==> src/rtl/serial_frame_deframer_unit_assert.svh <==
// Assertion macros shared by the deframer RTL.
// SFD_ASSERT_IMP: the consequent must hold in the same cycle as the antecedent.
// SFD_ASSERT_NXT: the consequent must hold one cycle after the antecedent.
`ifndef SERIAL_FRAME_DEFRAMER_UNIT_ASSERT_SVH
`define SERIAL_FRAME_DEFRAMER_UNIT_ASSERT_SVH
`ifndef SYNTHESIS
`define SFD_ASSERT_IMP(lbl, clk, rstn, ante, cons) \
    lbl: assert property (@(posedge clk) disable iff (!rstn) (ante) |-> (cons)) \
        else $error("deframer assertion failed");
`define SFD_ASSERT_NXT(lbl, clk, rstn, ante, cons) \
    lbl: assert property (@(posedge clk) disable iff (!rstn) (ante) |=> (cons)) \
        else $error("deframer assertion failed");
`else
`define SFD_ASSERT_IMP(lbl, clk, rstn, ante, cons)
`define SFD_ASSERT_NXT(lbl, clk, rstn, ante, cons)
`endif
`endif

==> src/rtl/sfd_pkg.sv <==
package sfd_pkg;

    // Default payload buffer size
    localparam int MAX_PAYLOAD_DEF = 256;

    // Configuration register indexes
    localparam int CFG_IDX_W  = 2;
    localparam int CFG_DATA_W = 16;
    localparam logic [CFG_IDX_W-1:0] CFG_SYNC_FIRST  = 2'd0;
    localparam logic [CFG_IDX_W-1:0] CFG_SYNC_SECOND = 2'd1;
    localparam logic [CFG_IDX_W-1:0] CFG_CHECK_VALUE = 2'd2;

    // Configuration reset values
    localparam logic [7:0]  SYNC_FIRST_RST  = 8'd109;
    localparam logic [7:0]  SYNC_SECOND_RST = 8'd98;
    localparam logic [15:0] CHECK_VALUE_RST = 16'hCACB;

    // Result kinds
    localparam logic [1:0] KIND_PAYLOAD  = 2'd0;
    localparam logic [1:0] KIND_GOOD     = 2'd1;
    localparam logic [1:0] KIND_MISMATCH = 2'd2;
    localparam logic [1:0] KIND_ABORT    = 2'd3;

    typedef struct packed {
        logic [7:0]  sync_first;
        logic [7:0]  sync_second;
        logic [15:0] check_value;
    } t_cfg;

    typedef struct packed {
        logic [1:0]  kind;
        logic [7:0]  data_byte;
        logic [15:0] command;
        logic [15:0] length;
        logic [7:0]  byte_index;
    } t_result;

endpackage

==> src/rtl/sfd_cfg_regs.sv <==
module sfd_cfg_regs (
    input  logic                          i_clk,
    input  logic                          i_rst_n,
    input  logic                          i_cfg_we,
    input  logic [sfd_pkg::CFG_IDX_W-1:0]  i_cfg_index,
    input  logic [sfd_pkg::CFG_DATA_W-1:0] i_cfg_data,
    output sfd_pkg::t_cfg                 o_cfg
);
    import sfd_pkg::*;

    t_cfg r_cfg;
    t_cfg n_cfg;

    // Decode the write and update the addressed register
    always_comb begin
        n_cfg = r_cfg;
        if (i_cfg_we) begin
            unique case (i_cfg_index)
                CFG_SYNC_FIRST:  n_cfg.sync_first  = i_cfg_data[7:0];
                CFG_SYNC_SECOND: n_cfg.sync_second = i_cfg_data[7:0];
                CFG_CHECK_VALUE: n_cfg.check_value = i_cfg_data[15:0];
                default:         n_cfg = r_cfg;
            endcase
        end
    end

    always_ff @(posedge i_clk) begin
        if (!i_rst_n) begin
            r_cfg.sync_first  <= SYNC_FIRST_RST;
            r_cfg.sync_second <= SYNC_SECOND_RST;
            r_cfg.check_value <= CHECK_VALUE_RST;
        end else begin
            r_cfg <= n_cfg;
        end
    end

    assign o_cfg = r_cfg;

endmodule

==> src/rtl/sfd_parser.sv <==
`include "serial_frame_deframer_unit_assert.svh"

module sfd_parser #(
    parameter int MAX_PAYLOAD = sfd_pkg::MAX_PAYLOAD_DEF
) (
    input  logic            i_clk,
    input  logic            i_rst_n,
    input  sfd_pkg::t_cfg   i_cfg,
    input  logic            i_fire,
    input  logic [7:0]      i_byte,
    input  logic            i_out_stall,
    output logic            o_free,
    output logic            o_out_valid,
    output sfd_pkg::t_result o_result
);
    import sfd_pkg::*;

    localparam int CNT_W = $clog2(MAX_PAYLOAD - 1);
    localparam int LIMIT = MAX_PAYLOAD - 2;

    typedef enum logic [3:0] {
        PH_HUNT    = 4'd0,
        PH_SYNC2   = 4'd1,
        PH_CMD0    = 4'd2,
        PH_CMD1    = 4'd3,
        PH_LEN0    = 4'd4,
        PH_LEN1    = 4'd5,
        PH_PAYLOAD = 4'd6,
        PH_CHK0    = 4'd7,
        PH_CHK1    = 4'd8
    } t_phase;

    t_phase            r_phase, n_phase;
    logic [15:0]       r_cmd, n_cmd;
    logic [15:0]       r_len, n_len;
    logic [CNT_W-1:0]  r_cnt, n_cnt;
    logic [7:0]        r_chk_low, n_chk_low;
    logic              r_out_valid, n_out_valid;
    t_result           r_result, n_result;

    logic              w_has_res;
    logic              w_room;
    logic [CNT_W-1:0]  w_cnt_inc;
    logic [15:0]       w_chk;

    // Result register can take a new item when empty or being drained
    assign o_free    = !r_out_valid || !i_out_stall;
    assign w_room    = (16'(r_cnt) < r_len) && (r_cnt < CNT_W'(LIMIT));
    assign w_cnt_inc = r_cnt + 1'b1;
    assign w_chk     = {i_byte, r_chk_low};

    // Step the parser by one byte
    always_comb begin
        n_phase   = r_phase;
        n_cmd     = r_cmd;
        n_len     = r_len;
        n_cnt     = r_cnt;
        n_chk_low = r_chk_low;
        w_has_res = 1'b0;
        n_result  = '{kind: KIND_PAYLOAD, data_byte: 8'd0, command: r_cmd,
                      length: r_len, byte_index: 8'd0};
        unique case (r_phase)
            PH_SYNC2: n_phase = (i_byte == i_cfg.sync_second) ? PH_CMD0 : PH_HUNT;
            PH_CMD0: begin
                n_cmd   = {8'd0, i_byte};
                n_phase = PH_CMD1;
            end
            PH_CMD1: begin
                n_cmd   = {i_byte, r_cmd[7:0]};
                n_phase = PH_LEN0;
            end
            PH_LEN0: begin
                n_len   = {8'd0, i_byte};
                n_phase = PH_LEN1;
            end
            PH_LEN1: begin
                n_len   = {i_byte, r_len[7:0]};
                n_phase = PH_PAYLOAD;
            end
            PH_PAYLOAD: begin
                w_has_res = 1'b1;
                if (w_room) begin
                    n_cnt               = w_cnt_inc;
                    n_result.data_byte  = i_byte;
                    n_result.byte_index = 8'(r_cnt);
                    if (16'(w_cnt_inc) == r_len) begin
                        n_phase = PH_CHK0;
                    end
                end else begin
                    // Overrun: drop the frame
                    n_result.kind = KIND_ABORT;
                    n_phase       = PH_HUNT;
                end
            end
            PH_CHK0: begin
                n_chk_low = i_byte;
                n_phase   = PH_CHK1;
            end
            PH_CHK1: begin
                w_has_res     = 1'b1;
                n_result.kind = (w_chk == i_cfg.check_value) ? KIND_GOOD : KIND_MISMATCH;
                n_phase       = PH_HUNT;
            end
            default: begin
                // Hunt for the first sync byte; unused codes land here too
                if (i_byte == i_cfg.sync_first) begin
                    n_cmd   = 16'd0;
                    n_len   = 16'd0;
                    n_cnt   = '0;
                    n_phase = PH_SYNC2;
                end else begin
                    n_phase = PH_HUNT;
                end
            end
        endcase
    end

    // Load or drain the result register
    always_comb begin
        n_out_valid = r_out_valid;
        if (o_free) begin
            n_out_valid = i_fire && w_has_res;
        end
    end

    // Hold parser state and the result register
    always_ff @(posedge i_clk) begin
        if (!i_rst_n) begin
            r_phase     <= PH_HUNT;
            r_cmd       <= 16'd0;
            r_len       <= 16'd0;
            r_cnt       <= '0;
            r_chk_low   <= 8'd0;
            r_out_valid <= 1'b0;
        end else begin
            r_out_valid <= n_out_valid;
            if (i_fire) begin
                r_phase   <= n_phase;
                r_cmd     <= n_cmd;
                r_len     <= n_len;
                r_cnt     <= n_cnt;
                r_chk_low <= n_chk_low;
            end
        end
        if (i_fire && o_free) begin
            r_result <= n_result;
        end
    end

    assign o_out_valid = r_out_valid;
    assign o_result    = r_result;

    `SFD_ASSERT_IMP(a_cnt_in_limit, i_clk, i_rst_n, 1'b1, r_cnt <= CNT_W'(LIMIT))
    `SFD_ASSERT_IMP(a_chk_after_full, i_clk, i_rst_n, r_phase == PH_CHK0, 16'(r_cnt) == r_len)
    `SFD_ASSERT_IMP(a_fire_needs_room, i_clk, i_rst_n, i_fire, o_free)

endmodule

==> src/rtl/serial_frame_deframer_unit.sv <==
// Channel  | valid      | stall       | payload
// ---------+------------+-------------+---------------------------------------------
// input    | i_in_valid | o_in_stall  | i_rx_byte
// result   | o_out_valid| i_out_stall | o_kind o_data_byte o_command o_length
//          |            |             | o_byte_index
// config   | i_cfg_we   | -           | i_cfg_index i_cfg_data
//
// One byte per cycle unless the result side stalls; each result is held in a result register.
// Path: input register -> parser step -> result register.
// A byte with no result (sync, header, hunting, first check byte) is still held by a stall.
// Reset is synchronous, active low; no clearing pass, the block is ready at once.
// While the result side stalls, one more byte is held in the input register.
`include "serial_frame_deframer_unit_assert.svh"

module serial_frame_deframer_unit #(
    parameter int MAX_PAYLOAD = sfd_pkg::MAX_PAYLOAD_DEF
) (
    input  logic                          i_clk,
    input  logic                          i_rst_n,
    input  logic                          i_cfg_we,
    input  logic [sfd_pkg::CFG_IDX_W-1:0]  i_cfg_index,
    input  logic [sfd_pkg::CFG_DATA_W-1:0] i_cfg_data,
    input  logic                          i_in_valid,
    output logic                          o_in_stall,
    input  logic [7:0]                    i_rx_byte,
    output logic                          o_out_valid,
    input  logic                          i_out_stall,
    output logic [1:0]                    o_kind,
    output logic [7:0]                    o_data_byte,
    output logic [15:0]                   o_command,
    output logic [15:0]                   o_length,
    output logic [7:0]                    o_byte_index
);
    import sfd_pkg::*;

    t_cfg       w_cfg;
    t_result    w_result;
    logic       w_free;
    logic       w_fire;
    logic       w_in_acc;
    logic       r_in_valid, n_in_valid;
    logic [7:0] r_in_byte;

    sfd_cfg_regs u_cfg (
        .i_clk       (i_clk),
        .i_rst_n     (i_rst_n),
        .i_cfg_we    (i_cfg_we),
        .i_cfg_index (i_cfg_index),
        .i_cfg_data  (i_cfg_data),
        .o_cfg       (w_cfg)
    );

    // Input register: advance when the parser can move on
    assign w_fire     = r_in_valid && w_free;
    assign o_in_stall = r_in_valid && !w_free;
    assign w_in_acc   = i_in_valid && !o_in_stall;

    always_comb begin
        n_in_valid = r_in_valid;
        if (w_in_acc) begin
            n_in_valid = 1'b1;
        end else if (w_fire) begin
            n_in_valid = 1'b0;
        end
    end

    always_ff @(posedge i_clk) begin
        if (!i_rst_n) begin
            r_in_valid <= 1'b0;
        end else begin
            r_in_valid <= n_in_valid;
        end
        if (w_in_acc) begin
            r_in_byte <= i_rx_byte;
        end
    end

    sfd_parser #(
        .MAX_PAYLOAD (MAX_PAYLOAD)
    ) u_parser (
        .i_clk       (i_clk),
        .i_rst_n     (i_rst_n),
        .i_cfg       (w_cfg),
        .i_fire      (w_fire),
        .i_byte      (r_in_byte),
        .i_out_stall (i_out_stall),
        .o_free      (w_free),
        .o_out_valid (o_out_valid),
        .o_result    (w_result)
    );

    assign o_kind       = w_result.kind;
    assign o_data_byte  = w_result.data_byte;
    assign o_command    = w_result.command;
    assign o_length     = w_result.length;
    assign o_byte_index = w_result.byte_index;

    `SFD_ASSERT_NXT(a_held_item_kept, i_clk, i_rst_n, r_in_valid && !w_free, r_in_valid)
    `SFD_ASSERT_IMP(a_status_fields_clear, i_clk, i_rst_n,
        o_out_valid && (o_kind != KIND_PAYLOAD), (o_data_byte == 8'd0) && (o_byte_index == 8'd0))

endmodule

==> config.mk <==
export PLATFORM = sky130hd
export DESIGN_NAME = serial_frame_deframer_unit
export DESIGN_NICKNAME = d
export VERILOG_FILES = /design/src/rtl/sfd_pkg.sv /design/src/rtl/sfd_cfg_regs.sv /design/src/rtl/sfd_parser.sv /design/src/rtl/serial_frame_deframer_unit.sv
export VERILOG_INCLUDE_DIRS = /design/src /design/src/rtl
export SDC_FILE = /design/constraint.sdc
export NUM_CORES = 1
export LEC_CHECK = 0
export ABC_AREA = 0
export ABC_CLOCK_PERIOD_IN_PS = 4500
export BUFFER_PORTS_ARGS = -buffer_cell sky130_fd_sc_hd__buf_2
export CAP_MARGIN = 5
export CORE_MARGIN = 1
export CORE_UTILIZATION = 55
export CTS_BUF_LIST = sky130_fd_sc_hd__clkbuf_2
export CTS_CLUSTER_SIZE = 16
export DETAILED_ROUTE_END_ITERATION = 12
export GPL_ROUTABILITY_DRIVEN = 1
export HOLD_SLACK_MARGIN = 0.12
export MAX_ROUTING_LAYER = met4
export PLACE_DENSITY_LB_ADDON = 0.15
export RECOVER_POWER = 100
export SYNTH_ARGS = -nofsm -noshare
export SYNTH_HDL_FRONTEND = slang
export SYNTH_HIERARCHICAL = 1
export SYNTH_SLANG_ARGS = --single-unit
==> constraint.sdc <==
create_clock -name i_clk -period 4.5 [get_ports i_clk]
set_clock_uncertainty 0.1 [all_clocks]
set_input_delay 0.45 -clock i_clk [delete_from_list [all_inputs] [get_ports i_clk]]
set_output_delay 0.45 -clock i_clk [all_outputs]
set_load 0.01 [all_outputs]
After elaboration in Yosys (flattened, before gate mapping)
Cells that the tools add are included.

Register bits: 144. Input bits: 31. Output and inout port bits: 52. Logic and storage cells: 92.

$add $sub $neg: 1. Order comparisons: 2. Equal/unequal tests: 16. Multiplexer cells: 17. Bitwise logic cells: 5. Reductions and logical operators: 33.

Operators with widths (count): case mux 16 bit (3 select lines) (2); case mux 4 bit (8 select lines) (1); == test 16 bit (1); == test 4 x 3 -> 1 bit, second input constant (4); == test 8 x 16 -> 1 bit (1); == test 8 bit (2); less-than comparator 8 x 16 -> 1 bit (1); two-way mux 16 bit (1); two-way mux 8 bit (2); case mux 8 bit (2 select lines) (1); AND reduction 2 bit (6); AND reduction 4 bit (3); OR reduction 6 bit (2); adder 8 x 1 -> 8 bit, second input constant (1); == test 4 x 2 -> 1 bit, second input constant (2); less-than comparator 8 bit, second input constant (1); two-way mux 4 bit (2); nonzero test 2 bit (4); OR reduction 7 bit (1); logical AND 1 bit (6); two-way mux 2 bit (3); AND reduction 3 bit (2); nonzero test 3 bit (2); NOT 1 bit (5); other kinds (12) (18).

Logic depth before layout (Yosys ltp)
Depth after elaboration: 7. Mapped depth: 9.

Modules after synthesis
Netlist, hierarchy kept.

Modules (own cells, without submodules): sfd_parser (instances 1, cells an instance 435, area each 4754.6 um2); sfd_cfg_regs (instances 1, cells an instance 134, area each 1397.6 um2); serial_frame_deframer_unit (instances 1, cells an instance 13, area each 294.0 um2).

Worst setup path before layout
Ideal clock, no wire load.

Path type: input-to-reg. Start: input port i_out_stall. End: register u_parser.r_result (netlist bit u_parser/o_result[0]), enable pin. Library setup time: 0.413 ns. Data arrival time: 2.420 ns. Data required time: 3.987 ns. Path slack: 1.567 ns. Cell stages on the path: 4. Path buffers: 1. Cell sequence: nand2_1 > and2_1 > clkbuf_1 > and2_1.

Longest elaborated chain between the ends: 4.

RTL lines: start: declaration (line serial_frame_deframer_unit.sv:27) `input logic i_out_stall,`; zero test 1 bit (line sfd_parser.sv:47) `assign o_free = !r_out_valid || !i_out_stall;`; logical OR 1 bit (line sfd_parser.sv:47); logical AND 1 bit (line serial_frame_deframer_unit.sv:54) `assign w_fire = r_in_valid && w_free;`; net w_fire (line serial_frame_deframer_unit.sv:39) `logic w_fire;`; logical AND 1 bit (line sfd_parser.sv:145) `if (i_fire && o_free) begin`; end signal: assignment (line sfd_parser.sv:146) `r_result <= n_result;`; end: declaration (line sfd_parser.sv:39) `t_result r_result, n_result;`.

The timed path passes the listed nets, and every way through them passes these cells. A chain may end at the register's enable or synchronous reset.

Worst setup path in the final report
Start: input port i_out_stall. End: register u_parser.r_result (netlist bit u_parser/o_result[15]), enable pin.

Longest elaborated chain between the ends: 4.

RTL lines: zero test 1 bit (line sfd_parser.sv:47); logical OR 1 bit (line sfd_parser.sv:47); net w_free (line serial_frame_deframer_unit.sv:38) `logic w_free;`; logical AND 1 bit (line serial_frame_deframer_unit.sv:54); net w_fire (line serial_frame_deframer_unit.sv:39); logical AND 1 bit (line sfd_parser.sv:145).

The timed path passes the listed nets, and every way through them passes these cells.

==> key figures <==
Synthesis
  • Synth Flop Type: dfxtp_1
  • Post-synth EDFFs: a little under 60
  • Syn Area/Cell: 11.1 sq um
  • #FFs+latches synth: approximately 140
  • Synth warn: 6
  • Syn_nets: around 620
  • Distinct cells, synth: 61
  • Mapped Area: between 6000 and 7000 sq um
  • Async S/R FF share, synth: 0%
  • Mapped Cells: slightly below 600
  • Sequential area share after synthesis: 53.7%

Global route
  • Vias in the first global route: around 4.4k
  • Total Routing Usage GR: 24.6%
  • Initial antenna violation count: 0
  • First-pass GRT wire length: 21.7 mm
  • GR Overflow Total: 0
  • Largest net degree at the start of global routing: 71

Worst setup path
  • Critical path, cell by cell: dlygate4sd3_1, buf_2, nand2_1, and2_0, and2_1
  • Critical path class: primary input to register
  • FF-to-FF path depth: 6
  • Reg2reg start: r_in_byte[6]
  • Setup crit start kind: primary input
  • Data required, critical path: 4.66 ns
  • Worst Setup End Kind: register
  • End of the worst register-to-register path: u_parser/r_len[15]
  • Slowest cell on the critical path: and2_1
  • R2R Setup Slk: roughly 1.1 ns
  • Arrival time at the worst endpoint: between 3 and 4 ns
  • Crit path max fanout: 50
  • Slowest stage delay, CP: 1.72 ns

Pwr
  • Comb power frac: between 7 and 8%
  • Power per cell area: 327 nW/um^2
  • VDD IR-drop max: 0.000204 V
  • Share of power burned in registers: between 50 and 60%
  • Net Sw Power: 602 uW
  • Sw Share: between 20% and 30%
  • Total power draw: between 2000 and 2500 uW
  • Leak Pwr: 0.00277 uW
  • Clk pwr share: 33.0%
  • Int Pwr: around 1800 uW

Clock network
  • Total CTS buffers: 17
  • Worst skew pair latency: 0.68 ns
  • Clock Sinks: 144
  • Clock-pin slew on the worst setup and hold paths: 0.21 ns
  • Max Root-Sink Buffers: 2
  • TritonCTS clock tree: done
  • H-tree depth: 4
  • Root buffer cell: clkbuf_2

STA
  • Setup TNS: 0 ns
  • Final Max Tran Viols: 51
  • Fmax: roughly 0.29 GHz
  • Final period utilization: approximately 77%
  • WHS: between 0.3 and 0.4 ns
  • Final hold viol count: 0
  • Min cycle time layout: 3.45 ns
  • Least-Margin Pin Slew: 2.20 ns
  • Rel. slew slack: -46.9%
  • Final setup violation count: 0
  • RSZ-0062 raised after global routing: false

Flow run
  • Max-cap viol count: 1

Worst hold path
  • Min-Delay Path Class: primary input to register
  • Hold wc startpoint: i_rx_byte[1]
  • Hold path depth: 2
  • Worst Hold Path EP: r_in_byte[1]

Finish
  • Most common cell after layout, fill and taps aside: dfxtp_1
  • Number of diodes: 0
  • Layout cells sized above 1: about a tenth
  • Fillers: approximately 960
  • Final Cell Area: between 7000 and 8000 sq um
  • Fin nets: 724
  • Area delta synth->final: 13.3%
  • Commonest non-fill, non-tap cells in the layout: 86 x dfxtp_1, 73 x nand2_1, 58 x edfxtp_1

Floorplanning
  • # rows: 39
  • Die ar.: about 12000 sq um
  • Initial Utilization: 56.5%
  • Core area: 11400 sq um
  • Die height: 110 um
  • Chip width: 110 um
  • Top Ports: 83

Placed design
  • RePlAce Congestion: 0.914
  • Buffers on Ports: 82
  • Post-DP HPWL: 8.99 mm
  • DP Area: 6830 sq um

Routing
  • Drt via density: 5.48
  • Drt pass-1 iters: 7
  • Drt initial violations: 307
  • Total number of vias: roughly 4.6k
  • Routed WL per cell: 16.7 um
  • WL final: 14.0 mm
  • Remaining antenna violation count after routing: 0
  • DRC viols: 0

Outcome
  • Failing checks: capacitance limit, slew limit
  • Outcome: complete, but fails checks
final cells by class:
type,instances,area (sq um),area share (%)
Multi-Input combinational cell,382,2610,35.7
Sequential cell,144,3460,47.4
Clock buffer,19,95.1,1.30
Timing Repair Buffer,121,722,9.89
Clock inverter,13,164,2.25
Tap cell,143,179,2.45
Inverter,18,67.6,0.925
repair_timing:
action                    in CTS  in global routing
hold endpoints to repair      54                  0
hold buffers                  36                  0
buffers inserted               0                  0
gates resized for setup        0                  0
flip-flops by register name, summed over array words and instances (netlist names):
name and cells:
u_parser/r_cmd 16, u_parser/o_result 50, u_parser/r_phase 4, u_cfg/o_cfg 32, u_parser/r_len 16, r_in_byte 8, u_parser/r_cnt 8, u_parser/r_chk_low 8
u_parser/o_out_valid 1, r_in_valid 1
how the worst max path moves through the flow:
| stage | start | to | slack [ns] | depth (start not counted) |
|---|---|---|---|---|
| 2_1_floorplan | i_out_stall | u_parser/o_result[0] | 1.57 | 4 |
| 3_3_place_gp | i_out_stall | u_parser/r_cnt[3] | 1.59 | 7 |
| 3_5_place_dp | i_out_stall | u_parser/r_cnt[6] | 1.44 | 7 |
| 4_1_cts | u_parser/r_cnt[7] | u_parser/r_cnt[6] | 1.53 | 7 |
| 5_1_grt | u_parser/o_out_valid | u_parser/o_result[15] | 0.87 | 3 |
| 6_report | i_out_stall | u_parser/o_result[15] | 1.05 | 5 |
kinds of logic (layout without fill, tap and decap cells):
group	Yosys count	count (layout)	synth area share (%)
mux	51	51	7.94
flops	144	144	53.7
xor+xnor	42	42	5.71
fa+ha+maj	9	9	1.75
buf+inv	56	171	4.54
simple gates	203	203	16.6
compound gates	77	77	9.72
synth_stat cells (2+ instances only):
cell       count  area, sq um
a21boi_0       2         15.0
a21o_1         2         15.0
a21oi_1       13         65.1
a221o_1        4         40.0
a22o_1         3         26.3
a22oi_1        8         60.1
a31oi_1        2         12.5
and2_1        20          125
and3_1         7         43.8
and3b_1        3         26.3
buf_2         14         70.1
buf_4          3         22.5
buf_6          7         78.8
clkbuf_1      13         48.8
dfxtp_1       86         1720
edfxtp_1      58         1740
ha_1           9          113
inv_1         17         63.8
mux2i_1       50          500
nand2_1       73          274
nand2b_1       2         12.5
nand3_1       14         70.1
nand4_1        6         37.5
nand4b_1       6         52.6
nor2_1        30          113
nor2b_1       21          131
nor3_1         4         20.0
nor4_1         4         25.0
nor4_2         2         25.0
o2111ai_1      2         17.5
o2111ai_4      2         52.6
o211ai_1       4         30.0
o211ai_2       5         62.6
o21a_1         3         22.5
o21ai_0        9         45.0
o31ai_1        8         60.1
or3_1          2         12.5
xnor2_1       30          263
xor2_1        12          105
through the flow:
stage	utilization (%)	instances	setup slack (ns)
2_1_floorplan	-	582	1.57
3_3_place_gp	59.9	772	1.59
3_5_place_dp	59.9	772	1.44
4_1_cts	65.3	840	1.53
5_1_grt	63.9	840	0.870
6_report	63.9	840	1.05
power by group through the flow:
stage | registers (uW) | logic (uW) | clock network [uW]
finish | 1430 | 170 | 787
global route | 1430 | 187 | 858
CTS | 1430 | 179 | 804
detailed placement | 1450 | 156 | 0
global placement | 1450 | 151 | 0
floorplan | 1440 | 121 | 0
critical path, delay by kind of cell:
kind / cells / cell delay, ns
and+or+nand+nor: 3 / 2.47
buffers and inverters: 2 / 0.65
metal layers:
metal | global-route usage (%) | vias to the layer above | part of all wire (%)
li1 | - | 2259 | -
met1 | 29.6 | 2164 | 43
met2 | 40.8 | 158 | 50
met3 | 4.76 | 21 | 5.2
met4 | 9.68 | 0 | 1.8
met5 | - | - | 0
(Power assumes the default switching activity.)
